<file path="src/rtl/u8vr_pkg.sv">
// ----------------------------------------------------------------------------
// u8vr_pkg
// shared types and constants of the utf-8 validate and replace stream
// ----------------------------------------------------------------------------
package u8vr_pkg;

	// configuration register indexes
	localparam logic CFG_FATAL_MODE = 1'b0;
	localparam logic CFG_KEEP_BOM   = 1'b1;

	// byte classes and continuation limits
	localparam logic [7:0] ASCII_END  = 8'h80;
	localparam logic [7:0] LEAD_MIN   = 8'hC2;
	localparam logic [7:0] LEAD_END   = 8'hF5;
	localparam logic [7:0] LEAD3_MIN  = 8'hE0;
	localparam logic [7:0] LEAD4_MIN  = 8'hF0;
	localparam logic [7:0] LEAD_E0    = 8'hE0;
	localparam logic [7:0] LEAD_ED    = 8'hED;
	localparam logic [7:0] LEAD_F0    = 8'hF0;
	localparam logic [7:0] LEAD_F4    = 8'hF4;
	localparam logic [7:0] CONT_LO    = 8'h80;
	localparam logic [7:0] CONT_HI    = 8'hBF;
	localparam logic [7:0] CONT_LO_E0 = 8'hA0;
	localparam logic [7:0] CONT_HI_ED = 8'h9F;
	localparam logic [7:0] CONT_LO_F0 = 8'h90;
	localparam logic [7:0] CONT_HI_F4 = 8'h8F;

	// byte order mark
	localparam logic [7:0] BOM_0 = 8'hEF;
	localparam logic [7:0] BOM_1 = 8'hBB;
	localparam logic [7:0] BOM_2 = 8'hBF;

	// replacement character u+fffd
	localparam logic [7:0] REP_0 = 8'hEF;
	localparam logic [7:0] REP_1 = 8'hBF;
	localparam logic [7:0] REP_2 = 8'hBD;

	// most results one input word can cause
	localparam int MAX_RES = 6;
	localparam int CNT_W   = $clog2(MAX_RES + 1);
	localparam int IDX_W   = $clog2(MAX_RES);

	// queue between front and back
	localparam int QDEPTH = 4;
	localparam int QAW    = $clog2(QDEPTH);

	// one queued output plan: the result words of one input word
	typedef struct packed {
		logic [MAX_RES-1:0][7:0] bytes;
		logic [CNT_W-1:0]        cnt;
		logic                    err;   // final result is a fatal error
	} plan_t;

	typedef struct packed {
		logic full;
		logic empty;
	} q_status_t;

endpackage

</file>
<file path="src/rtl/u8vr_front.sv">
// ----------------------------------------------------------------------------
// u8vr_front
// accepts input words, tracks the partial sequence and builds output plans
// ----------------------------------------------------------------------------
module u8vr_front (
	input  logic                clk,
	input  logic                arst_n,
	input  logic                cfg_we,
	input  logic                cfg_index,
	input  logic                cfg_data,
	input  logic                in_valid,
	output logic                in_ready,
	input  logic [7:0]          in_byte,
	input  logic                in_has,
	input  logic                in_eos,
	input  u8vr_pkg::q_status_t q_status,
	output logic                push,
	output u8vr_pkg::plan_t     push_plan
);

	logic                fatal_q, keep_bom_q;
	logic [2:0][7:0]     held_q;
	logic [1:0]          hc_q;
	logic [2:0]          nl_q;
	logic                bs_q, el_q;

	logic [2:0][7:0]     held_n;
	logic [1:0]          hc_n;
	logic [2:0]          nl_n;
	logic                bs_n, el_n;

	logic [u8vr_pkg::MAX_RES-1:0][7:0] pb;
	logic [u8vr_pkg::CNT_W-1:0]        pn;
	logic                              perr;
	logic                              do_fresh;
	logic [7:0]                        lo, hi;
	logic                              is_drop;
	logic                              accept;

	assign in_ready = !q_status.full;
	assign accept   = in_valid && in_ready;

	always_comb begin
		pb       = '0;
		pn       = '0;
		perr     = 1'b0;
		do_fresh = 1'b0;
		held_n   = held_q;
		hc_n     = hc_q;
		nl_n     = nl_q;
		bs_n     = bs_q;
		el_n     = el_q;
		lo       = u8vr_pkg::CONT_LO;
		hi       = u8vr_pkg::CONT_HI;
		if (hc_q == 2'd1) begin
			case (held_q[0])
				u8vr_pkg::LEAD_E0: lo = u8vr_pkg::CONT_LO_E0;
				u8vr_pkg::LEAD_ED: hi = u8vr_pkg::CONT_HI_ED;
				u8vr_pkg::LEAD_F0: lo = u8vr_pkg::CONT_LO_F0;
				u8vr_pkg::LEAD_F4: hi = u8vr_pkg::CONT_HI_F4;
				default: ;
			endcase
		end
		is_drop = (nl_q == 3'd3) && (held_q[0] == u8vr_pkg::BOM_0)
			&& (held_q[1] == u8vr_pkg::BOM_1) && (in_byte == u8vr_pkg::BOM_2)
			&& !keep_bom_q && !bs_q;

		if (in_has && !el_q) begin
			if (hc_q == 2'd0) begin
				do_fresh = 1'b1;
			end else if (in_byte < lo || in_byte > hi) begin
				// held bytes become one replacement or error, byte is retried if not fatal
				hc_n = 2'd0;
				nl_n = 3'd0;
				bs_n = 1'b1;
				if (fatal_q) begin
					el_n  = 1'b1;
					perr  = 1'b1;
					pb[0] = 8'h00;
					pn    = u8vr_pkg::CNT_W'(1);
				end else begin
					pb[0]    = u8vr_pkg::REP_0;
					pb[1]    = u8vr_pkg::REP_1;
					pb[2]    = u8vr_pkg::REP_2;
					pn       = u8vr_pkg::CNT_W'(3);
					do_fresh = 1'b1;
				end
			end else if (({1'b0, hc_q} + 3'd1) >= nl_q) begin
				// sequence complete
				if (!is_drop) begin
					for (int i = 0; i < 3; i++) begin
						if (i < int'(hc_q)) begin
							pb[pn[u8vr_pkg::IDX_W-1:0]] = held_q[i];
							pn = pn + 1'b1;
						end
					end
					pb[pn[u8vr_pkg::IDX_W-1:0]] = in_byte;
					pn = pn + 1'b1;
				end
				bs_n = 1'b1;
				hc_n = 2'd0;
				nl_n = 3'd0;
			end else begin
				held_n[hc_q] = in_byte;
				hc_n         = hc_q + 2'd1;
			end

			if (do_fresh) begin
				if (in_byte < u8vr_pkg::ASCII_END) begin
					pb[pn[u8vr_pkg::IDX_W-1:0]] = in_byte;
					pn   = pn + 1'b1;
					bs_n = 1'b1;
				end else if (in_byte >= u8vr_pkg::LEAD_MIN && in_byte < u8vr_pkg::LEAD_END) begin
					held_n[0] = in_byte;
					hc_n      = 2'd1;
					if (in_byte < u8vr_pkg::LEAD3_MIN)
						nl_n = 3'd2;
					else if (in_byte < u8vr_pkg::LEAD4_MIN)
						nl_n = 3'd3;
					else
						nl_n = 3'd4;
				end else begin
					hc_n = 2'd0;
					nl_n = 3'd0;
					bs_n = 1'b1;
					if (fatal_q) begin
						el_n = 1'b1;
						perr = 1'b1;
						pb[pn[u8vr_pkg::IDX_W-1:0]] = 8'h00;
						pn = pn + 1'b1;
					end else begin
						pb[pn[u8vr_pkg::IDX_W-1:0]] = u8vr_pkg::REP_0;
						pn = pn + 1'b1;
						pb[pn[u8vr_pkg::IDX_W-1:0]] = u8vr_pkg::REP_1;
						pn = pn + 1'b1;
						pb[pn[u8vr_pkg::IDX_W-1:0]] = u8vr_pkg::REP_2;
						pn = pn + 1'b1;
					end
				end
			end
		end

		if (in_eos) begin
			// flush a pending partial sequence
			if (!el_n && hc_n != 2'd0) begin
				if (fatal_q) begin
					perr = 1'b1;
					pb[pn[u8vr_pkg::IDX_W-1:0]] = 8'h00;
					pn = pn + 1'b1;
				end else begin
					pb[pn[u8vr_pkg::IDX_W-1:0]] = u8vr_pkg::REP_0;
					pn = pn + 1'b1;
					pb[pn[u8vr_pkg::IDX_W-1:0]] = u8vr_pkg::REP_1;
					pn = pn + 1'b1;
					pb[pn[u8vr_pkg::IDX_W-1:0]] = u8vr_pkg::REP_2;
					pn = pn + 1'b1;
				end
			end
			hc_n = 2'd0;
			nl_n = 3'd0;
			bs_n = 1'b0;
			el_n = 1'b0;
		end
	end

	assign push            = accept && (pn != '0);
	assign push_plan.bytes = pb;
	assign push_plan.cnt   = pn;
	assign push_plan.err   = perr;

	always_ff @(posedge clk or negedge arst_n) begin
		if (!arst_n) begin
			fatal_q    <= 1'b0;
			keep_bom_q <= 1'b0;
			hc_q       <= 2'd0;
			nl_q       <= 3'd0;
			bs_q       <= 1'b0;
			el_q       <= 1'b0;
		end else begin
			if (cfg_we) begin
				case (cfg_index)
					u8vr_pkg::CFG_FATAL_MODE: fatal_q    <= cfg_data;
					u8vr_pkg::CFG_KEEP_BOM:   keep_bom_q <= cfg_data;
					default: ;
				endcase
			end
			if (accept) begin
				hc_q <= hc_n;
				nl_q <= nl_n;
				bs_q <= bs_n;
				el_q <= el_n;
			end
		end
	end

	// held bytes are payload, never read before written
	always_ff @(posedge clk) begin
		if (accept)
			held_q <= held_n;
	end

endmodule

</file>
<file path="src/rtl/u8vr_queue.sv">
// ----------------------------------------------------------------------------
// u8vr_queue
// short plan queue between front and back
// ----------------------------------------------------------------------------
module u8vr_queue (
	input  logic                clk,
	input  logic                arst_n,
	input  logic                push,
	input  u8vr_pkg::plan_t     push_plan,
	input  logic                pop,
	output u8vr_pkg::plan_t     head,
	output u8vr_pkg::q_status_t status
);

	u8vr_pkg::plan_t          mem [u8vr_pkg::QDEPTH];
	logic [u8vr_pkg::QAW-1:0] wp_q, rp_q;
	logic [u8vr_pkg::QAW:0]   cnt_q;

	assign status.full  = (cnt_q == (u8vr_pkg::QAW+1)'(u8vr_pkg::QDEPTH));
	assign status.empty = (cnt_q == '0);
	assign head         = mem[rp_q];

	always_ff @(posedge clk) begin
		if (push)
			mem[wp_q] <= push_plan;
	end

	always_ff @(posedge clk or negedge arst_n) begin
		if (!arst_n) begin
			wp_q  <= '0;
			rp_q  <= '0;
			cnt_q <= '0;
		end else begin
			if (push)
				wp_q <= wp_q + 1'b1;
			if (pop)
				rp_q <= rp_q + 1'b1;
			case ({push, pop})
				2'b10:   cnt_q <= cnt_q + 1'b1;
				2'b01:   cnt_q <= cnt_q - 1'b1;
				default: ;
			endcase
		end
	end

endmodule

</file>
<file path="src/rtl/u8vr_back.sv">
// ----------------------------------------------------------------------------
// u8vr_back
// plays one plan out as result words, one per cycle while out_ready is high
// ----------------------------------------------------------------------------
module u8vr_back (
	input  logic                clk,
	input  logic                arst_n,
	input  u8vr_pkg::plan_t     head,
	input  u8vr_pkg::q_status_t q_status,
	output logic                pop,
	output logic                out_valid,
	input  logic                out_ready,
	output logic [7:0]          out_byte,
	output logic                out_err,
	output logic                out_last
);

	u8vr_pkg::plan_t            cur_q;
	logic [u8vr_pkg::IDX_W-1:0] idx_q;
	logic                       valid_q;
	logic                       take, done, load;

	assign out_valid = valid_q;
	assign out_last  = (idx_q == u8vr_pkg::IDX_W'(cur_q.cnt - 1'b1));
	assign out_err   = cur_q.err && out_last;
	assign out_byte  = out_err ? 8'h00 : cur_q.bytes[idx_q];

	assign take = valid_q && out_ready;
	assign done = take && out_last;
	assign load = !valid_q || done;
	assign pop  = load && !q_status.empty;

	always_ff @(posedge clk or negedge arst_n) begin
		if (!arst_n) begin
			valid_q <= 1'b0;
			idx_q   <= '0;
		end else if (pop) begin
			valid_q <= 1'b1;
			idx_q   <= '0;
		end else if (done) begin
			valid_q <= 1'b0;
		end else if (take) begin
			idx_q <= idx_q + 1'b1;
		end
	end

	always_ff @(posedge clk) begin
		if (pop)
			cur_q <= head;
	end

endmodule

</file>
<file path="src/rtl/utf8_validate_replace_stream.sv">
// ----------------------------------------------------------------------------
// utf8_validate_replace_stream
// utf-8 validator that passes well-formed text and replaces bad subparts
// ----------------------------------------------------------------------------
//
// channel  | dir | handshake          | payload
// ---------+-----+--------------------+---------------------------------------
// s_axis   | in  | s_tvalid/s_tready  | tdata: data_byte, tuser: has_byte,
//          |     |                    | tlast: end_of_stream
// m_axis   | out | m_tvalid/m_tready  | tdata: out_byte, tuser: error,
//          |     |                    | tlast: last result of the input word
// cfg      | in  | cfg_we             | cfg_index, cfg_data (1 bit)
//
// an input word is classified in the cycle it is accepted; its results
// (zero to six words) leave the back one per cycle unless stalled, so the input
// takes one word per cycle while output demand stays near one word per input
// the rate is set by the single output byte per cycle of the back
// a four-entry plan queue lets the input run while the output stalls;
// s_tready drops only when that queue is full
// reset clears the partial sequence, bom and error flags and both registers
//
module utf8_validate_replace_stream (
	input  logic       clk,
	input  logic       arst_n,
	// configuration
	input  logic       cfg_we,
	input  logic       cfg_index,
	input  logic       cfg_data,
	// input stream
	input  logic       s_tvalid,
	output logic       s_tready,
	input  logic [7:0] s_tdata,   // [7:0] data_byte
	input  logic       s_tuser,   // [0] has_byte
	input  logic       s_tlast,
	// output stream
	output logic       m_tvalid,
	input  logic       m_tready,
	output logic [7:0] m_tdata,   // [7:0] out_byte
	output logic       m_tuser,   // [0] error
	output logic       m_tlast
);

	// plan handoff between front and back
	u8vr_pkg::plan_t     push_plan, head;
	u8vr_pkg::q_status_t q_status;
	logic                push, pop;

	// front: sequence tracking, bom strip, fatal latch
	u8vr_front u_front (
		.clk       (clk),
		.arst_n    (arst_n),
		.cfg_we    (cfg_we),
		.cfg_index (cfg_index),
		.cfg_data  (cfg_data),
		.in_valid  (s_tvalid),
		.in_ready  (s_tready),
		.in_byte   (s_tdata),
		.in_has    (s_tuser),
		.in_eos    (s_tlast),
		.q_status  (q_status),
		.push      (push),
		.push_plan (push_plan)
	);

	// queue of pending plans
	u8vr_queue u_queue (
		.clk       (clk),
		.arst_n    (arst_n),
		.push      (push),
		.push_plan (push_plan),
		.pop       (pop),
		.head      (head),
		.status    (q_status)
	);

	// back: serializes each plan onto the output stream
	u8vr_back u_back (
		.clk       (clk),
		.arst_n    (arst_n),
		.head      (head),
		.q_status  (q_status),
		.pop       (pop),
		.out_valid (m_tvalid),
		.out_ready (m_tready),
		.out_byte  (m_tdata),
		.out_err   (m_tuser),
		.out_last  (m_tlast)
	);

endmodule

</file>
<file path="config.mk">
export PLATFORM = sky130hd
export DESIGN_NAME = utf8_validate_replace_stream
export DESIGN_NICKNAME = d
export VERILOG_FILES = /design/src/rtl/u8vr_pkg.sv /design/src/rtl/u8vr_front.sv /design/src/rtl/u8vr_queue.sv /design/src/rtl/u8vr_back.sv /design/src/rtl/utf8_validate_replace_stream.sv
export SDC_FILE = /design/constraint.sdc
export NUM_CORES = 1
export LEC_CHECK = 0
export ABC_AREA = 0
export BUFFER_PORTS_ARGS = -buffer_cell sky130_fd_sc_hd__buf_2
export CORE_MARGIN = 10
export CORE_UTILIZATION = 40
export CTS_CLUSTER_SIZE = 20
export DETAILED_ROUTE_END_ITERATION = 12
export PLACE_DENSITY_LB_ADDON = 0.12
export SLEW_MARGIN = 20
export SYNTH_ARGS = -nofsm -noshare
export SYNTH_HDL_FRONTEND = slang
export SYNTH_HIERARCHICAL = 1
export SYNTH_SLANG_ARGS = --single-unit
</file>
<file path="constraint.sdc">
create_clock -name clk -period 13.7 [get_ports clk]
set_clock_uncertainty 0.1 [all_clocks]
set_input_delay 0.685 -clock clk [delete_from_list [all_inputs] [get_ports clk]]
set_output_delay 0.685 -clock clk [all_outputs]
set_load 0.05 [all_outputs]
</file>
# Word-level counts from Yosys, hierarchy flattened

Memory sizes are Yosys's and may differ from the RTL's. A register that Yosys moved wholly into a read port is not among the register bits.
Cells that the tools add are included.

Bitwise gates (word level): 26
Muxes and demuxes: 162
Equality and inequality tests: 14
$lt $le $gt $ge: 32
Add/sub/neg operators: 17
Reductions and logical operators: 47

Operators by type and width:

| kind                | number |
|---|---|
| $mux 48             | 24 |
| $demux 8 s3         | 9 |
| $mux 8              | 27 |
| $bwmux 48           | 4 |
| $or 42x42->42       | 4 |
| $mux 3              | 43 |
| $and 48x48->48      | 2 |
| $not 48->48         | 2 |
| $or 36x36->36       | 2 |
| $eq 8x8->1 const B  | 7 |
| $mux 24             | 2 |
| $lt 3x4->1 const B  | 10 |
| $mux 1              | 38 |
| $add 3x1->3 const B | 11 |
| $lt 8x8->1 const B  | 4 |
| $ge 3x1->1 const B  | 9 |
| $and 12x12->12      | 2 |
| $and 6x6->6         | 4 |
| $bmux 8 s3          | 1 |
| $bwmux 24           | 1 |
| $logic_and 1x1->1   | 24 |
| $not 12->12         | 2 |
| $not 6->6           | 4 |
| $pmux 6 s2          | 2 |
| 30 further kinds    | 60 |

Register bits: 44
Memory bits (writable): 208
Memories: 1
Output and inout port bits: 12
Logic and storage cells: 313
Input port bits: 17

Memory list:

| memory      | depth | width | rd ports | clocked after Yosys merged registers in | write ports | line             | text |
|---|---|---|---|---|---|---|---|
| u_queue.mem | 4     | 52    | 1        | 1                                       | 1           | u8vr_queue.sv:15 | `u8vr_pkg::plan_t mem [u8vr_pkg::QDEPTH];` |

# Logic depth before layout (Yosys ltp)

Depth after elaboration: 50
Gate-level depth with buffers: 36

# By module

The synthesis kept the hierarchy.

By module, submodules not included:

| module     | cells an instance | area each (um^2) | seq. area each (um^2) | times used |
|---|---|---|---|---|
| u8vr_queue | 309               | 7,967.6          | 6,421.2               | 1 |
| u8vr_front | 563               | 4,311.6          | 945.9                 | 1 |
| u8vr_back  | 134               | 2,301.0          | 1,661.6               | 1 |

# Least setup slack after synthesis

No wires, ideal clock.

Kind: register -> register
Start point: register u_front.hc_q[1]
End point: memory u_queue/mem[1][0] (netlist bit), enable pin
Cell stages (with the launch flop): 31
Arrival time: 7.103 ns
Buffers on the path: 6
Clock period less this slack: 7.618 ns
Data required time: 13.185 ns
Setup time: 0.415 ns
Slack: 6.082 ns
Cell sequence: dfrtp_1 > inv_1 > ha_1 > buf_2 > clkbuf_1 > or3b_2 > a21oi_1 > ha_1 > nand2_1 > nor3_2 > o21a_1 > buf_6 > o31ai_1 > nand2_1 > clkbuf_1 > ha_1 > clkbuf_1 > clkinv_1 > nand2_1 > o2111ai_1 > a21o_2 > inv_1 > ha_1 > clkbuf_1 > xnor2_1 > nor2_1 > xnor2_1 > nand2_1 > xor2_1 > o31a_1 > and2_1

RTL lines:

| item                   | line              | text |
|---|---|---|
| from (decl)            | u8vr_front.sv:23  | `logic [1:0] hc_q;` |
| from (signal assigned) | u8vr_front.sv:188 | `hc_q <= hc_n;` |
| to (decl)              | u8vr_queue.sv:15  |  |

==> impl_metrics.tcl <==
set metrics [dict create \
    status "finished clean" \
    worstHoldPathCells 2 \
    cts_tree "built" \
    core_area_mm2 0.0357 \
    reg2reg_depth 25 \
    ctsResizeCount 0 \
    hold_end "u_front/keep_bom_q$_DFFE_PN0P_" \
    pre_cts_ws_ps 5900 \
    yosysTopAreaCell "edfxtp_1" \
    slew_headroom 0.319 \
    yosysWarnings 6 \
    start_util 0.408 \
    max_freq_ghz 0.126 \
    min_period_ps 7920 \
    synth_edf_count 284 \
    cts.htree.levels 1 \
    die_w_um 211 \
    vias 8726 \
    drt_iter0_markers 672 \
    reg2reg_slack_ps 5780 \
    postCtsHoldBufs 1 \
    vdd_drop_max_mv 0.114 \
    cp.arrival_ps 8010 \
    antenna_cells 0 \
    end_kind "flop" \
    maxSlewViolCount 0 \
    crit_path_start "u_front/hc_q[1]$_DFFE_PN0P_" \
    placementRows 69 \
    clockPowerShare 0.236 \
    maxCapViolCount 0 \
    p_sw_mw 1.16 \
    clk_pin_slew_ps 60 \
    synthFlopType "edfxtp_1" \
    antenna_found_initial 0 \
    clk_latency_ps 580 \
    p_sw_frac 0.353 \
    place_congestion 0.981 \
    postCtsSetupBuffers 0 \
    wl_per_cell_um 24.1 \
    internal_power_mw 2.13 \
    overflow 0 \
    syn_inst 1006 \
    seq_area_frac_synth 0.619 \
    drc 0 \
    clockBufferDepth 3 \
    syn_avg_cell_area_um2 14.5 \
    synth_most_common_cell "edfxtp_1" \
    fin_nets 1072 \
    rr_startpoint "u_front/hc_q[1]$_DFFE_PN0P_" \
    min-delay-start "cfg_data" \
    area_delta_synth_final_pct 9.88 \
    synthArstFlopShare 0.0658 \
    worstHoldPathType "in2reg" \
    pwr-share-seq 0.419 \
    critPathMaxFanout 52 \
    drive_gt1_frac 0.191 \
    fin_ws_ps 5780 \
    finalSetupTns_ps 0 \
    post-dp-hpwl_um 25000 \
    tightest_slew_ps 1020 \
    routed_wl_um 36500 \
    crit_required_ps 13790 \
    netlist_top_cells_count "edfxtp_1 (284), nand2_1 (87), a21oi_1 (62), mux4_2 (54), nor2_1 (54)" \
    leakagePower_nw 5.50 \
    cp-start-kind "flop" \
    cts_buffers 31 \
    p_comb_frac 0.345 \
    grt_max_degree 56 \
    reg2reg_to "u_queue/mem[1][15]$_DFFE_PP_" \
    crit_type "reg2reg" \
    grtUsageTotal 0.163 \
    synth_top_area_share 0.585 \
    grt_pass1_vias 8614 \
    ant_nets 0 \
    synth_nets 1050 \
    power.density_mw_per_mm2 206 \
    cts.sinks 304 \
    yosys_register_bits 304 \
    vias_per_cell 5.77 \
    synth_cell_types 97 \
    die_area_mm2 0.0445 \
    io_pins 29 \
    grt_pass1_wl_um 55500 \
    clockRootBuffer "clkbuf_16" \
    port_buffers 28 \
    syn_area_mm2 0.0146 \
    hold_violations 0 \
    drt_pass1_iterations 5 \
    rsz0062_at_grt "no" \
    setup_viol 0 \
    die_h_um 211 \
    synthTopCellsByArea "edfxtp_1 (58%), mux4_2 (8.3%), dfrtp_1 (3.4%), nand2_1 (2.2%), ha_1 (2.2%)" \
    min_period_over_period 0.578 \
]
-- power groups by stage --
stage	Clock (mW)	Sequential [mW]	Combinational, mW
global placement	0	1.40	1.15
global route	0.836	1.40	1.24
CTS	0.802	1.38	1.16
detailed placement	0	1.40	1.15
finish	0.776	1.38	1.14
floorplan	0	1.36	0.885
-- cells in the final DEF (no fill, tap or decap), types with 5 or more instances in the layout --
cell type / Yosys / routed
o31ai_1: 12 / 12
nor2_1: 54 / 54
a31oi_1: 10 / 10
o21ai_1: 5 / 5
and3_1: 8 / 8
a21oi_1: 62 / 61
edfxtp_1: 284 / 284
xnor2_1: 11 / 11
nor2b_1: 7 / 7
ha_1: 26 / 26
nand2b_1: 5 / 5
buf_4: 4 / 16
o2111ai_1: 7 / 7
inv_1: 25 / 25
clkinv_2: 0 / 7
mux4_1: 6 / 6
mux4_2: 54 / 54
nand4_1: 8 / 8
a21o_1: 10 / 10
a211o_1: 5 / 5
or2_2: 5 / 5
dfrtp_1: 20 / 18
clkbuf_16: 0 / 31
nor2_2: 10 / 10
xor2_1: 10 / 10
a22oi_1: 5 / 5
buf_2: 16 / 28
mux2i_1: 8 / 8
nand2_1: 87 / 87
nand3_1: 15 / 15
o211ai_1: 13 / 13
o21ai_0: 34 / 34
clkinv_1: 2 / 12
a22o_1: 8 / 8
o21a_1: 6 / 6
mux2_2: 9 / 9
nor3_1: 26 / 26
-- flip-flops by register name (all words and copies together) (netlist names), 3 cells and up --
signal / flops
u_front/nl_q: 3
u_queue/mem: 208
u_back/idx_q: 3
u_front/held_q: 24
u_queue/cnt_q: 3
u_back/cur_q: 52
-- area by class of cell --
class,instances,area [µm²]
multi-input cells,617,5100
clock buffers,35,791
repair buffers,45,270
flip-flops and latches,304,9030
clock inverters,21,139
fillers,3260,19700
inverters,29,109
well taps,461,577
-- metal layers --
| metal | track usage | share of wire |
|---|---|---|
| met5 | 0 | 0 |
| met4 | 0.0455 | 0.027 |
| met3 | 0.0239 | 0.049 |
| met2 | 0.263 | 0.47 |
| met1 | 0.225 | 0.45 |
-- through the flow --
| stage | total power [mW] | cell area (µm²) | instances | util | hold WS, ps |
|---|---|---|---|---|---|
| 6_report | 3.29 | 16000 | 1512 | 0.448 | 248 |
| 5_1_grt | 3.48 | 16000 | 1512 | 0.448 | 250 |
| 3_3_place_gp | 2.55 | 15100 | 1455 | 0.422 | 391 |
| 2_1_floorplan | 2.24 | 14600 | 1006 | - | 289 |
| 4_1_cts | 3.34 | 16000 | 1512 | 0.448 | 217 |
| 3_5_place_dp | 2.55 | 15100 | 1455 | 0.422 | 391 |
-- worst max-delay path, cell delays in order (launching register included) --
cell       delay (ps)
dfrtp_1           440
inv_1             250
ha_1              600
nor4b_2           380
nand3b_1          130
ha_1              220
nor4b_2           270
a31oi_1           150
o21a_1            250
o31ai_1           210
nand2_1           430
ha_1              600
clkinv_1          300
nand2_1           230
o2111ai_1         130
a21o_2            290
inv_1             140
ha_1              430
xnor2_1           130
nor2_1            120
xnor2_1           120
nand2_1            80
xor2_1            330
o31a_1            320
and2_2            190
buf_4             610
-- how the worst max path moves through the flow --
stage / endpoint / slack [ps] / depth (start not counted)
after floorplan: u_queue/mem[1][0]$_DFFE_PP_ / 6080 / 30
after global placement: u_queue/mem[1][27]$_DFFE_PP_ / 6140 / 25
after detailed placement: u_queue/mem[1][25]$_DFFE_PP_ / 5900 / 25
after CTS: u_queue/mem[1][40]$_DFFE_PP_ / 5860 / 25
after global routing: u_queue/mem[1][15]$_DFFE_PP_ / 5090 / 25
final: u_queue/mem[1][15]$_DFFE_PP_ / 5780 / 25
-- cell families after synthesis --
| logic type | share of synthesized area |
|---|---|
| buffers and inverters | 0.0324 |
| and+or+nand+nor | 0.0910 |
| muxes | 0.107 |
| xor gates and xnor gates | 0.0187 |
| DFF | 0.619 |
| other | 0.000257 |
| AOI/OAI and AO/OA | 0.108 |
| adders and majority gates | 0.0237 |
Note: power is estimated with default switching activity, not from simulation.
